<file path="config.mk">
export PLATFORM = sky130hd
export DESIGN_NAME = fit_policy_block_allocator
export DESIGN_NICKNAME = d
export VERILOG_FILES = /design/src/rtl/fpba_pkg.sv /design/src/rtl/fit_policy_block_allocator.sv
export SDC_FILE = /design/constraint.sdc
export NUM_CORES = 2
export LEC_CHECK = 0
export ABC_AREA = 1
export BUFFER_PORTS_ARGS = -buffer_cell sky130_fd_sc_hd__buf_2
export CAP_MARGIN = 20
export CORE_UTILIZATION = 30
export CTS_BUF_LIST = sky130_fd_sc_hd__clkbuf_8
export DETAILED_ROUTE_END_ITERATION = 8
export HOLD_SLACK_MARGIN = 0.08
export PLACE_DENSITY_LB_ADDON = 0.05
export SETUP_SLACK_MARGIN = 0.15
export SLEW_MARGIN = 30
export SYNTH_ARGS = -nofsm -noshare
export SYNTH_HDL_FRONTEND = slang
export SYNTH_SLANG_ARGS = --single-unit
</file>
<file path="constraint.sdc">
create_clock -name clock -period 5.3 [get_ports clock]
set_input_delay 0.265 -clock clock [delete_from_list [all_inputs] [get_ports clock]]
set_output_delay 0.265 -clock clock [all_outputs]
set_load 0.01 [all_outputs]
</file>
<file path="src/rtl/fpba_pkg.sv">
// shared types and constants of the fit-policy block allocator
`default_nettype none
package fpba_pkg;

   localparam int MAX_BLOCKS_DEF   = 64;
   localparam int ADDRESS_BITS_DEF = 20;

   localparam int HEADER_BYTES = 32;
   localparam int GRAIN_BYTES  = 8;
   localparam int PAGE_SHIFT   = 12;
   localparam int MAX_PAGES    = 256;

   localparam logic [1:0] MODE_NONE  = 2'd0;
   localparam logic [1:0] MODE_BEST  = 2'd1;
   localparam logic [1:0] MODE_WORST = 2'd2;
   localparam logic [1:0] MODE_FIRST = 2'd3;

   localparam logic [1:0] FIT_MODE_RESET = MODE_BEST;
   localparam logic [8:0] REGION_RESET   = 9'd16;

   localparam logic KIND_ALLOC = 1'b0;
   localparam logic KIND_FREE  = 1'b1;

   localparam logic REG_FIT_MODE = 1'b0;
   localparam logic REG_REGION   = 1'b1;

   localparam logic [2:0] STATUS_OK        = 3'd0;
   localparam logic [2:0] STATUS_NO_FIT    = 3'd1;
   localparam logic [2:0] STATUS_ZERO      = 3'd2;
   localparam logic [2:0] STATUS_NOT_FOUND = 3'd3;
   localparam logic [2:0] STATUS_NO_MODE   = 3'd4;

   typedef enum logic [2:0] {
      ST_FORM,
      ST_IDLE,
      ST_SCAN,
      ST_ADEC,
      ST_FNEXT,
      ST_MOVE,
      ST_SPLIT,
      ST_DONE
   } state_type;

endpackage
`default_nettype wire

</file>
<file path="src/rtl/fit_policy_block_allocator.sv">
// fit-policy block allocator: block table in a memory, one sequencer over it
//
//   channel   ports                                          handshake
//   request   req_kind, req_request_bytes, req_free_address  start high, busy low
//   result    rsp_address, rsp_status                        rsp_valid, one cycle
//   config    psel penable pwrite paddr pwdata prdata        APB, pready tied high
//
// an item runs a table scan (one entry a cycle through the memory read port),
// followed by an entry shift when a split or merge moves entries
// reset and a region_pages write re-form the table as one free block; after reset
// the block stays busy while entry 0 is written
// zero-size and no-mode allocations skip the table scan and go straight to the result
// results cannot be stalled: rsp_valid marks one cycle per item
`default_nettype none
module fit_policy_block_allocator #(
   parameter int MAX_BLOCKS   = fpba_pkg::MAX_BLOCKS_DEF,
   parameter int ADDRESS_BITS = fpba_pkg::ADDRESS_BITS_DEF
) (
   input  wire logic                    clock,
   input  wire logic                    reset,
   input  wire logic                    start,
   output logic                         busy,
   input  wire logic                    req_kind,
   input  wire logic [ADDRESS_BITS-1:0] req_request_bytes,
   input  wire logic [ADDRESS_BITS-1:0] req_free_address,
   output logic                         rsp_valid,
   output logic [ADDRESS_BITS-1:0]      rsp_address,
   output logic [2:0]                   rsp_status,
   input  wire logic                    psel,
   input  wire logic                    penable,
   input  wire logic                    pwrite,
   input  wire logic [2:0]              paddr,
   input  wire logic [31:0]             pwdata,
   output logic [31:0]                  prdata,
   output logic                         pready
);

   localparam int AW = ADDRESS_BITS;
   localparam int IW = $clog2(MAX_BLOCKS);
   localparam int CW = $clog2(MAX_BLOCKS + 1);
   localparam int BW = (AW + 1 > 21) ? AW + 1 : 21;
   localparam logic [BW-1:0] LIMIT = BW'(1) << AW;
   localparam logic [AW:0] HDR   = (AW+1)'(fpba_pkg::HEADER_BYTES);
   localparam logic [AW:0] RND   = (AW+1)'(fpba_pkg::GRAIN_BYTES - 1);
   localparam logic [AW:0] SPLIT_MIN =
      (AW+1)'(fpba_pkg::HEADER_BYTES + fpba_pkg::GRAIN_BYTES);
   localparam logic [CW-1:0] CNT_MAX = CW'(MAX_BLOCKS);

   function automatic logic [AW-1:0] region_payload(input logic [8:0] pages);
      logic [8:0]    p;
      logic [BW-1:0] bytes;
      p = pages;
      if (p == 9'd0) begin
         p = 9'd1;
      end else if (p > 9'(fpba_pkg::MAX_PAGES)) begin
         p = 9'(fpba_pkg::MAX_PAGES);
      end
      bytes = BW'(p) << fpba_pkg::PAGE_SHIFT;
      if (bytes > LIMIT) begin
         bytes = LIMIT;
      end
      return AW'(bytes - BW'(fpba_pkg::HEADER_BYTES));
   endfunction

   fpba_pkg::state_type state_ff, state_in;

   logic [1:0]    mode_ff, mode_in;
   logic [8:0]    pages_ff, pages_in;
   logic [CW-1:0] count_ff, count_in;

   logic [AW-1:0] mem_start [MAX_BLOCKS];
   logic [AW-1:0] mem_pay   [MAX_BLOCKS];
   logic          mem_free  [MAX_BLOCKS];
   logic [AW-1:0] rd_start_ff, rd_pay_ff;
   logic          rd_free_ff;
   logic          we;
   logic [IW-1:0] wa, ra;
   logic [AW-1:0] wd_start, wd_pay;
   logic          wd_free;

   logic          kind_ff, kind_in;
   logic [AW:0]   need_ff, need_in;
   logic [AW-1:0] faddr_ff, faddr_in;

   logic [CW-1:0] ptr_ff, ptr_in;
   logic          chk_vld_ff, chk_vld_in;
   logic [IW-1:0] chk_idx_ff, chk_idx_in;

   logic          found_ff, found_in;
   logic [IW-1:0] pick_idx_ff, pick_idx_in;
   logic [AW-1:0] pick_start_ff, pick_start_in, pick_pay_ff, pick_pay_in;
   logic          hit_free_ff, hit_free_in;
   logic [AW-1:0] prev_start_ff, prev_start_in, prev_pay_ff, prev_pay_in;
   logic          prev_free_ff, prev_free_in;

   logic [CW-1:0] mv_src_ff, mv_src_in, mv_left_ff, mv_left_in;
   logic          mv_up_ff, mv_up_in;
   logic [1:0]    mv_d_ff, mv_d_in;
   logic          wr_pend_ff, wr_pend_in;
   logic [IW-1:0] wr_addr_ff, wr_addr_in;

   logic [AW-1:0] res_addr_ff, res_addr_in;
   logic [2:0]    res_status_ff, res_status_in;

   // decode shared by next-state and datapath
   logic          accept, csr_wr;
   logic          fits, better, take, match, scan_end;
   logic          split_ok, has_prev, nxt_ok, mg_prev, mg_next;
   logic [AW:0]   left_over, merged_pay;
   logic [1:0]    mg_d;
   logic [CW:0]   mg_src;

   assign accept = start && !busy;
   assign csr_wr = psel && penable && pwrite && pready;

   assign fits     = rd_free_ff && ({1'b0, rd_pay_ff} >= need_ff);
   assign better   = !found_ff
                     || (mode_ff == fpba_pkg::MODE_BEST  && rd_pay_ff < pick_pay_ff)
                     || (mode_ff == fpba_pkg::MODE_WORST && rd_pay_ff > pick_pay_ff);
   assign take     = chk_vld_ff && kind_ff == fpba_pkg::KIND_ALLOC && fits && better;
   assign match    = chk_vld_ff && kind_ff == fpba_pkg::KIND_FREE
                     && ({1'b0, rd_start_ff} + HDR) == {1'b0, faddr_ff};
   assign scan_end = !chk_vld_ff && ptr_ff >= count_ff;

   assign left_over = {1'b0, pick_pay_ff} - need_ff;
   assign split_ok  = left_over >= SPLIT_MIN && count_ff < CNT_MAX;

   assign has_prev = pick_idx_ff != IW'(0);
   assign nxt_ok   = (CW'(pick_idx_ff) + CW'(1)) < count_ff;
   assign mg_prev  = has_prev && prev_free_ff;
   assign mg_next  = nxt_ok && rd_free_ff;
   assign mg_d     = {1'b0, mg_prev} + {1'b0, mg_next};
   assign merged_pay = (mg_prev ? {1'b0, prev_pay_ff} + HDR + {1'b0, pick_pay_ff}
                                : {1'b0, pick_pay_ff})
                       + (mg_next ? HDR + {1'b0, rd_pay_ff} : (AW+1)'(0));
   // first entry to pull down after the merge
   assign mg_src   = (CW+1)'(pick_idx_ff) + (CW+1)'(1) + (CW+1)'(mg_next);

   // next state
   always_comb begin
      state_in = state_ff;
      case (state_ff)
         fpba_pkg::ST_FORM: begin
            state_in = fpba_pkg::ST_IDLE;
         end
         fpba_pkg::ST_IDLE: begin
            if (accept) begin
               if (req_kind == fpba_pkg::KIND_ALLOC
                   && (mode_ff == fpba_pkg::MODE_NONE || req_request_bytes == '0)) begin
                  state_in = fpba_pkg::ST_DONE;
               end else begin
                  state_in = fpba_pkg::ST_SCAN;
               end
            end
         end
         fpba_pkg::ST_SCAN: begin
            if (match) begin
               state_in = fpba_pkg::ST_FNEXT;
            end else if (take && mode_ff == fpba_pkg::MODE_FIRST) begin
               state_in = fpba_pkg::ST_ADEC;
            end else if (scan_end) begin
               state_in = (kind_ff == fpba_pkg::KIND_ALLOC) ? fpba_pkg::ST_ADEC
                                                            : fpba_pkg::ST_DONE;
            end
         end
         fpba_pkg::ST_ADEC: begin
            if (found_ff && split_ok) begin
               state_in = (count_ff - CW'(1) > CW'(pick_idx_ff)) ? fpba_pkg::ST_MOVE
                                                                : fpba_pkg::ST_SPLIT;
            end else begin
               state_in = fpba_pkg::ST_DONE;
            end
         end
         fpba_pkg::ST_FNEXT: begin
            if (!hit_free_ff && mg_d != 2'd0 && mg_src < (CW+1)'(count_ff)) begin
               state_in = fpba_pkg::ST_MOVE;
            end else begin
               state_in = fpba_pkg::ST_DONE;
            end
         end
         fpba_pkg::ST_MOVE: begin
            if (mv_left_ff == '0 && !wr_pend_ff) begin
               state_in = mv_up_ff ? fpba_pkg::ST_SPLIT : fpba_pkg::ST_DONE;
            end
         end
         fpba_pkg::ST_SPLIT: begin
            state_in = fpba_pkg::ST_DONE;
         end
         fpba_pkg::ST_DONE: begin
            state_in = fpba_pkg::ST_IDLE;
         end
         default: begin
            state_in = fpba_pkg::ST_IDLE;
         end
      endcase
   end

   // datapath and memory port control
   always_comb begin
      mode_in       = mode_ff;
      pages_in      = pages_ff;
      count_in      = count_ff;
      kind_in       = kind_ff;
      need_in       = need_ff;
      faddr_in      = faddr_ff;
      ptr_in        = ptr_ff;
      chk_vld_in    = 1'b0;
      chk_idx_in    = chk_idx_ff;
      found_in      = found_ff;
      pick_idx_in   = pick_idx_ff;
      pick_start_in = pick_start_ff;
      pick_pay_in   = pick_pay_ff;
      hit_free_in   = hit_free_ff;
      prev_start_in = prev_start_ff;
      prev_pay_in   = prev_pay_ff;
      prev_free_in  = prev_free_ff;
      mv_src_in     = mv_src_ff;
      mv_left_in    = mv_left_ff;
      mv_up_in      = mv_up_ff;
      mv_d_in       = mv_d_ff;
      wr_pend_in    = 1'b0;
      wr_addr_in    = wr_addr_ff;
      res_addr_in   = res_addr_ff;
      res_status_in = res_status_ff;
      we       = 1'b0;
      wa       = '0;
      wd_start = '0;
      wd_pay   = '0;
      wd_free  = 1'b0;
      ra       = ptr_ff[IW-1:0];

      case (state_ff)
         fpba_pkg::ST_FORM: begin
            we       = 1'b1;
            wd_pay   = region_payload(pages_ff);
            wd_free  = 1'b1;
            count_in = CW'(1);
         end
         fpba_pkg::ST_IDLE: begin
            if (csr_wr) begin
               if (paddr[2] == fpba_pkg::REG_FIT_MODE) begin
                  mode_in = pwdata[1:0];
               end else begin
                  pages_in = pwdata[8:0];
                  we       = 1'b1;
                  wd_pay   = region_payload(pwdata[8:0]);
                  wd_free  = 1'b1;
                  count_in = CW'(1);
               end
            end
            if (accept) begin
               kind_in     = req_kind;
               need_in     = ({1'b0, req_request_bytes} + RND) & ~RND;
               faddr_in    = req_free_address;
               ptr_in      = '0;
               found_in    = 1'b0;
               res_addr_in = '0;
               if (req_kind == fpba_pkg::KIND_ALLOC) begin
                  if (mode_ff == fpba_pkg::MODE_NONE) begin
                     res_status_in = fpba_pkg::STATUS_NO_MODE;
                  end else if (req_request_bytes == '0) begin
                     res_status_in = fpba_pkg::STATUS_ZERO;
                  end
               end
            end
         end
         fpba_pkg::ST_SCAN: begin
            if (ptr_ff < count_ff) begin
               ptr_in     = ptr_ff + CW'(1);
               chk_vld_in = 1'b1;
               chk_idx_in = ptr_ff[IW-1:0];
            end
            if (take || match) begin
               found_in      = 1'b1;
               pick_idx_in   = chk_idx_ff;
               pick_start_in = rd_start_ff;
               pick_pay_in   = rd_pay_ff;
               hit_free_in   = rd_free_ff;
            end
            if (chk_vld_ff && !match) begin
               prev_start_in = rd_start_ff;
               prev_pay_in   = rd_pay_ff;
               prev_free_in  = rd_free_ff;
            end
            if (scan_end && kind_ff == fpba_pkg::KIND_FREE) begin
               res_status_in = fpba_pkg::STATUS_NOT_FOUND;
            end
         end
         fpba_pkg::ST_ADEC: begin
            if (!found_ff) begin
               res_status_in = fpba_pkg::STATUS_NO_FIT;
            end else begin
               res_status_in = fpba_pkg::STATUS_OK;
               res_addr_in   = AW'({1'b0, pick_start_ff} + HDR);
               we       = 1'b1;
               wa       = pick_idx_ff;
               wd_start = pick_start_ff;
               wd_pay   = split_ok ? need_ff[AW-1:0] : pick_pay_ff;
               if (split_ok) begin
                  count_in   = count_ff + CW'(1);
                  mv_src_in  = count_ff - CW'(1);
                  mv_left_in = count_ff - CW'(1) - CW'(pick_idx_ff);
                  mv_up_in   = 1'b1;
                  mv_d_in    = 2'd1;
               end
            end
         end
         fpba_pkg::ST_FNEXT: begin
            res_status_in = fpba_pkg::STATUS_OK;
            if (!hit_free_ff) begin
               we       = 1'b1;
               wa       = mg_prev ? pick_idx_ff - IW'(1) : pick_idx_ff;
               wd_start = mg_prev ? prev_start_ff : pick_start_ff;
               wd_pay   = merged_pay[AW-1:0];
               wd_free  = 1'b1;
               count_in = count_ff - CW'(mg_d);
               mv_src_in  = mg_src[CW-1:0];
               mv_left_in = (mg_src < (CW+1)'(count_ff))
                            ? CW'((CW+1)'(count_ff) - mg_src) : '0;
               mv_up_in   = 1'b0;
               mv_d_in    = mg_d;
            end
         end
         fpba_pkg::ST_MOVE: begin
            ra = mv_src_ff[IW-1:0];
            if (mv_left_ff != '0) begin
               wr_pend_in = 1'b1;
               wr_addr_in = mv_up_ff ? IW'(mv_src_ff + CW'(1))
                                     : IW'(mv_src_ff - CW'(mv_d_ff));
               mv_src_in  = mv_up_ff ? mv_src_ff - CW'(1) : mv_src_ff + CW'(1);
               mv_left_in = mv_left_ff - CW'(1);
            end
            if (wr_pend_ff) begin
               we       = 1'b1;
               wa       = wr_addr_ff;
               wd_start = rd_start_ff;
               wd_pay   = rd_pay_ff;
               wd_free  = rd_free_ff;
            end
         end
         fpba_pkg::ST_SPLIT: begin
            we       = 1'b1;
            wa       = pick_idx_ff + IW'(1);
            wd_start = AW'({1'b0, pick_start_ff} + HDR + need_ff);
            wd_pay   = AW'(left_over - HDR);
            wd_free  = 1'b1;
         end
         fpba_pkg::ST_DONE: begin
         end
         default: begin
         end
      endcase
   end

   // outputs
   always_comb begin
      busy        = state_ff != fpba_pkg::ST_IDLE;
      rsp_valid   = state_ff == fpba_pkg::ST_DONE;
      rsp_address = res_addr_ff;
      rsp_status  = res_status_ff;
      pready      = 1'b1;
      prdata      = (paddr[2] == fpba_pkg::REG_FIT_MODE) ? {30'd0, mode_ff}
                                                         : {23'd0, pages_ff};
   end

   // block table
   always_ff @(posedge clock) begin
      if (we) begin
         mem_start[wa] <= wd_start;
         mem_pay[wa]   <= wd_pay;
         mem_free[wa]  <= wd_free;
      end
      rd_start_ff <= mem_start[ra];
      rd_pay_ff   <= mem_pay[ra];
      rd_free_ff  <= mem_free[ra];
   end

   always_ff @(posedge clock) begin
      if (reset) begin
         state_ff      <= fpba_pkg::ST_FORM;
         mode_ff       <= fpba_pkg::FIT_MODE_RESET;
         pages_ff      <= fpba_pkg::REGION_RESET;
         count_ff      <= CW'(1);
         chk_vld_ff    <= 1'b0;
         wr_pend_ff    <= 1'b0;
         mv_left_ff    <= '0;
         found_ff      <= 1'b0;
         ptr_ff        <= '0;
         res_status_ff <= fpba_pkg::STATUS_OK;
         res_addr_ff   <= '0;
      end else begin
         state_ff      <= state_in;
         mode_ff       <= mode_in;
         pages_ff      <= pages_in;
         count_ff      <= count_in;
         chk_vld_ff    <= chk_vld_in;
         wr_pend_ff    <= wr_pend_in;
         mv_left_ff    <= mv_left_in;
         found_ff      <= found_in;
         ptr_ff        <= ptr_in;
         res_status_ff <= res_status_in;
         res_addr_ff   <= res_addr_in;
      end
   end

   always_ff @(posedge clock) begin
      kind_ff       <= kind_in;
      need_ff       <= need_in;
      faddr_ff      <= faddr_in;
      chk_idx_ff    <= chk_idx_in;
      pick_idx_ff   <= pick_idx_in;
      pick_start_ff <= pick_start_in;
      pick_pay_ff   <= pick_pay_in;
      hit_free_ff   <= hit_free_in;
      prev_start_ff <= prev_start_in;
      prev_pay_ff   <= prev_pay_in;
      prev_free_ff  <= prev_free_in;
      mv_src_ff     <= mv_src_in;
      mv_up_ff      <= mv_up_in;
      mv_d_ff       <= mv_d_in;
      wr_addr_ff    <= wr_addr_in;
   end

endmodule
`default_nettype wire

</file>
==> After elaboration in Yosys (flattened, before gate mapping) <==
Memory sizes are Yosys's and may differ from the RTL's. A register that Yosys moved wholly into a read port is not among the register bits.
Cells that the tools add are included.
W data, S select, Z words.
{ "word_totals": {"register_bits": 210, "output_inout_bits": 58, "wordCells": 271, "n_memories": 3, "mem_bits_rw": 2624, "input_bits": 82} }
{ "mem_list": {"columns": ["name", "words", "word_bits", "rd", "rd_clocked_by_memory_dff", "wr", "line", "source"], "rows": [
  ["mem_pay", 64, 20, 1, 1, 1, "fit_policy_block_allocator.sv:72", "logic [AW-1:0] mem_pay [MAX_BLOCKS];"],
  ["mem_start", 64, 20, 1, 1, 1, "fit_policy_block_allocator.sv:71", "logic [AW-1:0] mem_start [MAX_BLOCKS];"],
  ["mem_free", 64, 1, 1, 1, 1, "fit_policy_block_allocator.sv:73", "logic mem_free [MAX_BLOCKS];"]
]} }
{ "classes": {"reduce_logical": 67, "n_eq_ne": 26, "n_addsub": 28, "bitwise": 5, "order_cmp": 14, "mux": 102} }
{ "op_table": {"columns": ["cell", "n"], "rows": [
  ["$mux W20", 20],
  ["$pmux W20 S6", 1],
  ["$mux W7", 17],
  ["$mux W9", 9],
  ["$pmux W20 S4", 1],
  ["$add A20 B20 Y20", 3],
  ["$sub A20 B6 Y20 const B", 3],
  ["$gt A21 B21 Y1 const B", 2],
  ["$pmux W7 S3", 2],
  ["$add A20 B6 Y20 const B", 2],
  ["$pmux W20 S2", 1],
  ["$mux W3", 12],
  ["$mux W6", 6],
  ["$pmux W7 S4", 1],
  ["$ne A2 B2 Y1 const B", 12],
  ["$pmux W6 S4", 1],
  ["$logic_and A1 B1 Y1", 23],
  ["$add A20 B3 Y21 const B", 1],
  ["$add A20 B6 Y21 const B", 1],
  ["$add A7 B1 Y7 const B", 3],
  ["$eq A21 B20 Y1", 1],
  ["$ge A20 B21 Y1", 1],
  ["$ge A21 B6 Y1 const B", 1],
  ["$pmux W3 S7", 1],
  ["other kinds (55)", 117]
]} }

==> Logic depth before layout (Yosys ltp) <==
{ "depth": {"depth_word": 15, "mapped_depth": 29, "ltp_nobuf": 28} }

==> Worst setup path after synthesis <==
No wires, ideal clock.
{ "synth_path": {"path_type": "flip-flop to flip-flop", "from": "register need_ff[3]", "to": "memory mem_pay[0][11] (netlist name), data pin", "stages_incl_launch_ff": 19, "t_required_ns": 4.598, "setup_time_ns": 0.702, "t_arrival_ns": 4.986, "slack_ns": -0.387, "path_buffers": 1, "synth_period_minus_slack_ns": 5.687, "cell_sequence": "edfxtp_1 > ha_1 > fa_1 > inv_1 > nand3_1 > nand2_1 > nand2_1 > nand2_1 > nand2_1 > nand2_1 > nand2_1 > nor2_1 > nand4_1 > nor2_1 > nand2_1 > nand2_2 > clkbuf_1 > o21ai_0 > o21ai_0"} }
{ "synth_via": {"elab_chain_cells": 6, "elab_cells_between_ends": 7, "classes_between": "2 x add/sub; 1 x order compare; 3 x mux; 1 x reduce/logical"} }
{ "synth_lines": {"columns": ["item", "line", "source"], "rows": [
  ["start, declared", "fit_policy_block_allocator.sv:82", "logic [AW:0] need_ff, need_in;"],
  ["start signal, assigned", "fit_policy_block_allocator.sv:408", "need_ff <= need_in;"],
  ["$sub A20 B21 Y21 (*)", "fit_policy_block_allocator.sv:125", "assign left_over = {1'b0, pick_pay_ff} - need_ff;"],
  ["$ge A21 B6 Y1", "fit_policy_block_allocator.sv:126", "assign split_ok = left_over >= SPLIT_MIN && count_ff < CNT_MAX;"],
  ["$logic_and A1 B1 Y1", "fit_policy_block_allocator.sv:126", null],
  ["$mux W20", "fit_policy_block_allocator.sv:298", "wd_pay = split_ok ? need_ff[AW-1:0] : pick_pay_ff;"],
  ["$mux W20", "fit_policy_block_allocator.sv:290", "if (!found_ff) begin"],
  ["$pmux W20 S6 (*)", "fit_policy_block_allocator.sv:232", "case (state_ff)"],
  ["net wd_pay[11]", "fit_policy_block_allocator.sv:78", "logic [AW-1:0] wd_start, wd_pay;"],
  ["end, declared", "fit_policy_block_allocator.sv:72", null]
]} }
Mark *: on every way through the listed nets, which the timed path passes. The rest lies on a longest branch.

==> Worst setup path in the final report <==
{ "layout_path": {"from": "register pick_idx_ff[0]", "to": "memory mem_pay[29][16] (netlist name), data pin"} }
{ "layout_via": {"elab_chain_cells": 7, "elab_cells_between_ends": 10, "classes_between": "2 x add/sub; 1 x order compare; 4 x mux; 3 x reduce/logical"} }
{ "layout_lines": {"columns": ["item", "line", "source"], "rows": [
  ["start, declared", "fit_policy_block_allocator.sv:90", "logic [IW-1:0] pick_idx_ff, pick_idx_in;"],
  ["start signal, assigned", "fit_policy_block_allocator.sv:411", "pick_idx_ff <= pick_idx_in;"],
  ["$add A6 B1 Y7", "fit_policy_block_allocator.sv:129", "assign nxt_ok = (CW'(pick_idx_ff) + CW'(1)) < count_ff;"],
  ["$lt A7 B7 Y1", "fit_policy_block_allocator.sv:129", null],
  ["$logic_and A1 B1 Y1", "fit_policy_block_allocator.sv:131", "assign mg_next = nxt_ok && rd_free_ff;"],
  ["$mux W20", "fit_policy_block_allocator.sv:135", "+ (mg_next ? HDR + {1'b0, rd_pay_ff} : (AW+1)'(0));"],
  ["$add A20 B20 Y20 (*)", "fit_policy_block_allocator.sv:135", null],
  ["$mux W20 (*)", "fit_policy_block_allocator.sv:310", "if (!hit_free_ff) begin"],
  ["$pmux W20 S6 (*)", "fit_policy_block_allocator.sv:232", null],
  ["net wd_pay[16]", "fit_policy_block_allocator.sv:78", null]
]} }
Marks and branches as above.

==> reports/results.tsv <==
stage	metric	value	unit
status	status	finished clean	
critical_path	Crit path depth	22	
critical_path	R2R depth	22	
critical_path	flop-to-flop setup slack	0.43	ns
layout	multi-input logic area	0.0327	sq mm
clock_network	H-Tree Depth	6	
floorplanning	DIE AREA	0.406	sq mm
global_routing	first-pass GRT wire length	633000	microns
detailed_routing	Via density	5.20	
global_routing	routing usage on met3	2.72	%
synthesis	Post-Syn Area	0.121	sq mm
critical_path	family with the most delay on the worst path	adder cells	
global_routing	vias in the first global route	84100	
sta	Final min period	4.87	ns
critical_path	CP arrival	5.72	ns
global_routing	met2 Usage GRT	35.9	%
critical_path	Crit path buffers/inverters	4	
detailed_routing	DRC	0	
synthesis	Post-Syn Instances	10100	
sta	Worst-Margin Slew	0.991	ns
sta	Setup TNS Final	0	ns
power_and_ir_drop	leakage	48.8	nW
synthesis	sequential fraction of the synthesis area	70.4	%
layout	register area	0.0853	sq mm
placed_design	DP Wirelength	269000	microns
floorplanning	initial core utilization	30.2	%
sta	pins over their slew limit	0	
layout	share of layout cells above drive strength 1	12.2	%
global_routing	Most Used Layer, Global Route	met2	
critical_path	CP max stage delay	0.52	ns
synthesis	ys flop type	edfxtp_1	
sta	part of the cycle the worst path needs	91.8	%
global_routing	initial antenna violation count	30	
clock_network	clock root buffer	clkbuf_8	
detailed_routing	WL/cell	27.5	microns
sta	Clock Skews	0.0497	ns
clock_network	Clk pin slew, worst setup/hold paths	0.05	ns
synthesis	EDFF count, synth	2772	
clock_network	clk_lat worst skew	1.18	ns
layout	Fillers	39300	
sta	relative slew slack	34.0	%
sta	fmax	205	MHz
critical_path	Worst setup startpoint	pick_idx_ff[0]$_DFFE_PP_	
critical_path	CP startpoint kind	flip-flop	
critical_path	CP max FO	32	
placed_design	number of I/O port buffers	90	
sta	Final Hold Vio Count	0	
sta	RSZ-0062 raised after global routing	false	
critical_path	crit-path cells	buf_4 > ha_2 > nand3_1 > xor2_1 > ha_1 > a21oi_1 > o21a_1 > nand3_2 > buf_4 > nor2_1 > ha_1 > fa_1 > and3_1 > nor2_1 > o21ai_0 > nand2_1 > o211ai_1 > or2_2 > nand3_1 > nand4_1 > buf_4 > clkbuf_16	
power_and_ir_drop	Pwr Total	71.6	mW
critical_path	slowest cell on the critical path	fa_1	
critical_path	Worst EP required	6.15	ns
layout	synth-to-layout area growth	18.1	%
synthesis	Syn Area/Cell	12.0	sq um
floorplanning	I/O Pins	140	
clock_network	CTS max path bufs	4	
global_routing	gr ovfl total	0	
detailed_routing	post-route antenna net violation count	0	
floorplanning	Die Wd	637	microns
floorplanning	core area	0.401	sq mm
global_routing	GRT Total Usage	21.5	%
critical_path	Critical Path End Type	flip-flop	
clock_network	CTS sink cnt	2874	
floorplanning	Die H	637	microns
detailed_routing	Detailed Route WL	451000	microns
layout	final net count	11000	
placed_design	GPL Wtd Cong	0.860	
global_routing	largest net degree at the start of global routing	129	
synthesis	post-synthesis cell type count	60	
critical_path	reg-to-reg startpoint	pick_idx_ff[0]$_DFFE_PP_	
critical_path	Setup CP Type	flip-flop to flip-flop	
clock_network	CTS buffer count	537	
power_and_ir_drop	maximum vdd drop	483	uV
sta	Setup violations, final	0	
detailed_routing	router iterations before antenna repair	6	
detailed_routing	1st-iter DRT viols	7285	
run	Max Cap Violations	0	
min_path	min-delay worst type	input port to flip-flop	
detailed_routing	total number of vias	85200	
critical_path	worst reg2reg path endpoint	mem_pay[29][16]$_DFFE_PP_	
clock_network	CTS tree	yes	
synthesis	Yosys warning total	0	
global_routing	GR Util met1	29.6	%
synthesis	asr flop ratio synth	0	%
critical_path	cell repeated most along the worst path	buf_4	
critical_path	CP endpoint	mem_pay[29][16]$_DFFE_PP_	
power_and_ir_drop	pwr dens	501	mW/mm^2
synthesis	synthesized flop and latch total	2874	
floorplanning	row cnt	232	
-- layer usage --
layer,share of wire (%),vias up,routed length [microns]
met5,0.010,-,46
met4,2.4,6,10600
met3,4.7,625,21400
met2,48,2309,214000
met1,45,43700,204000
li1,-,38500,-
-- area by class of cell --
class | instances | area share, %
multi-input combinational | 6221 | 22.9
antenna | 14 | 0.0245
sequential | 2874 | 59.6
clock buffer | 559 | 5.38
tap | 5265 | 4.61
timing repair buffer | 702 | 5.25
inverter | 376 | 1.01
clock inverter | 372 | 1.22
-- cell families after synthesis --
kind of cell,share of synthesized area (%)
compound gates,13.7
simple gates,9.76
flops,70.4
buf+inv,3.38
fa+ha+maj,2.03
xor+xnor,0.667
other cells,0.00620
-- where the power goes --
| part | internal [mW] | leakage (nW) | total [mW] | switching [mW] |
|---|---|---|---|---|
| combinational | 6.01 | 17.1 | 23.0 | 17.0 |
| clock | 9.82 | 5.54 | 19.6 | 9.75 |
| sequential | 28.5 | 26.1 | 29.1 | 0.648 |
-- timing repair --
item,in CTS,in global routing
endpoints found under the hold margin,138,0
resized for setup,0,12
hold buffers,132,0
setup buffers,0,6
endpoints found under the setup margin,0,312
-- worst reg2reg max path, stage by stage (launching register included) --
cell and delay (ns):
edfxtp_1 0.46, buf_4 0.16, ha_2 0.19, nand3_1 0.09
xor2_1 0.19, ha_1 0.32, a21oi_1 0.06, o21a_1 0.18
nand3_2 0.08, buf_4 0.23, nor2_1 0.08, ha_1 0.29
fa_1 0.52, and3_1 0.25, nor2_1 0.16, o21ai_0 0.16
nand2_1 0.11, o211ai_1 0.11, or2_2 0.30, nand3_1 0.08
nand4_1 0.09, buf_4 0.20, clkbuf_16 0.20
-- Yosys cell counts (13+ instances only) --
cell	instances	area, sq um
a21oi_1	232	1160
buf_1	17	63.8
buf_2	117	586
buf_4	34	255
clkbuf_1	472	1770
dfxtp_1	102	2040
edfxtp_1	2772	83200
ha_1	184	2300
inv_1	363	1360
nand2_1	644	2420
nand3_1	253	1270
nand4_1	57	357
nor2_1	1911	7170
nor3_1	31	155
o2111ai_1	13	114
o211ai_1	59	443
o21ai_0	1619	8100
o21ai_1	163	816
o221ai_1	173	1520
o22ai_1	638	3990
or2_2	14	87.6
xnor2_1	20	175
xor2_1	67	587
-- sequential cells by signal, summed over array words and instances, names as in the netlist, 9 cells and up --
register and cells:
prev_pay_ff 20, mem_pay 1280, mem_start 1280, rd_pay_ff 20, need_ff 18, faddr_ff 20, rsp_address 20, pick_start_ff 20
prev_start_ff 20, pages_ff 9, rd_start_ff 20, mem_free 64, pick_pay_ff 20
-- cell usage in the layout, fill, tap and decap left out, types with 100 or more instances in the layout --
cell type / n
o22ai_1: 638
o21ai_0: 1611
o21ai_1: 165
buf_12: 164
nor2_1: 1844
inv_1: 558
nand3_1: 243
nand2_1: 639
buf_4: 310
edfxtp_1: 2772
clkinv_1: 100
o221ai_1: 173
a21oi_1: 230
clkbuf_8: 559
dlygate4sd3_1: 131
ha_1: 183
dfxtp_1: 102
-- through the flow --
| stage | cell area [sq um] | std cells | utilization [%] | hold slack (ns) | setup WS, ns |
|---|---|---|---|---|---|
| 6_report | 143000 | 16400 | 35.7 | 0.268 | 0.434 |
| 5_1_grt | 143000 | 16400 | 35.7 | 0.220 | 0.107 |
| 4_1_cts | 143000 | 16400 | 35.7 | 0.120 | 0.341 |
| 3_5_place_dp | 132000 | 15300 | 33.0 | 0.406 | 0.359 |
| 3_3_place_gp | 132000 | 15300 | 33.0 | 0.411 | 0.248 |
| 2_1_floorplan | 121000 | 10100 | - | 0.364 | 0.185 |
-- worst min-delay path by stage --
stage | start | to | slack [ns] | cells after the start
final | req_request_bytes[12] | need_ff[13]$_DFFE_PP_ | 0.27 | 4
after global routing | req_request_bytes[12] | need_ff[13]$_DFFE_PP_ | 0.22 | 4
after CTS | req_request_bytes[12] | need_ff[13]$_DFFE_PP_ | 0.12 | 4
after detailed placement | chk_idx_ff[4]$_DFFE_PP_ | pick_idx_ff[4]$_DFFE_PP_ | 0.41 | 0
after global placement | chk_idx_ff[5]$_DFFE_PP_ | pick_idx_ff[5]$_DFFE_PP_ | 0.41 | 0
after floorplan | req_free_address[0] | faddr_ff[0]$_DFFE_PP_ | 0.36 | 0
Power figures use the tool's default switching activity.
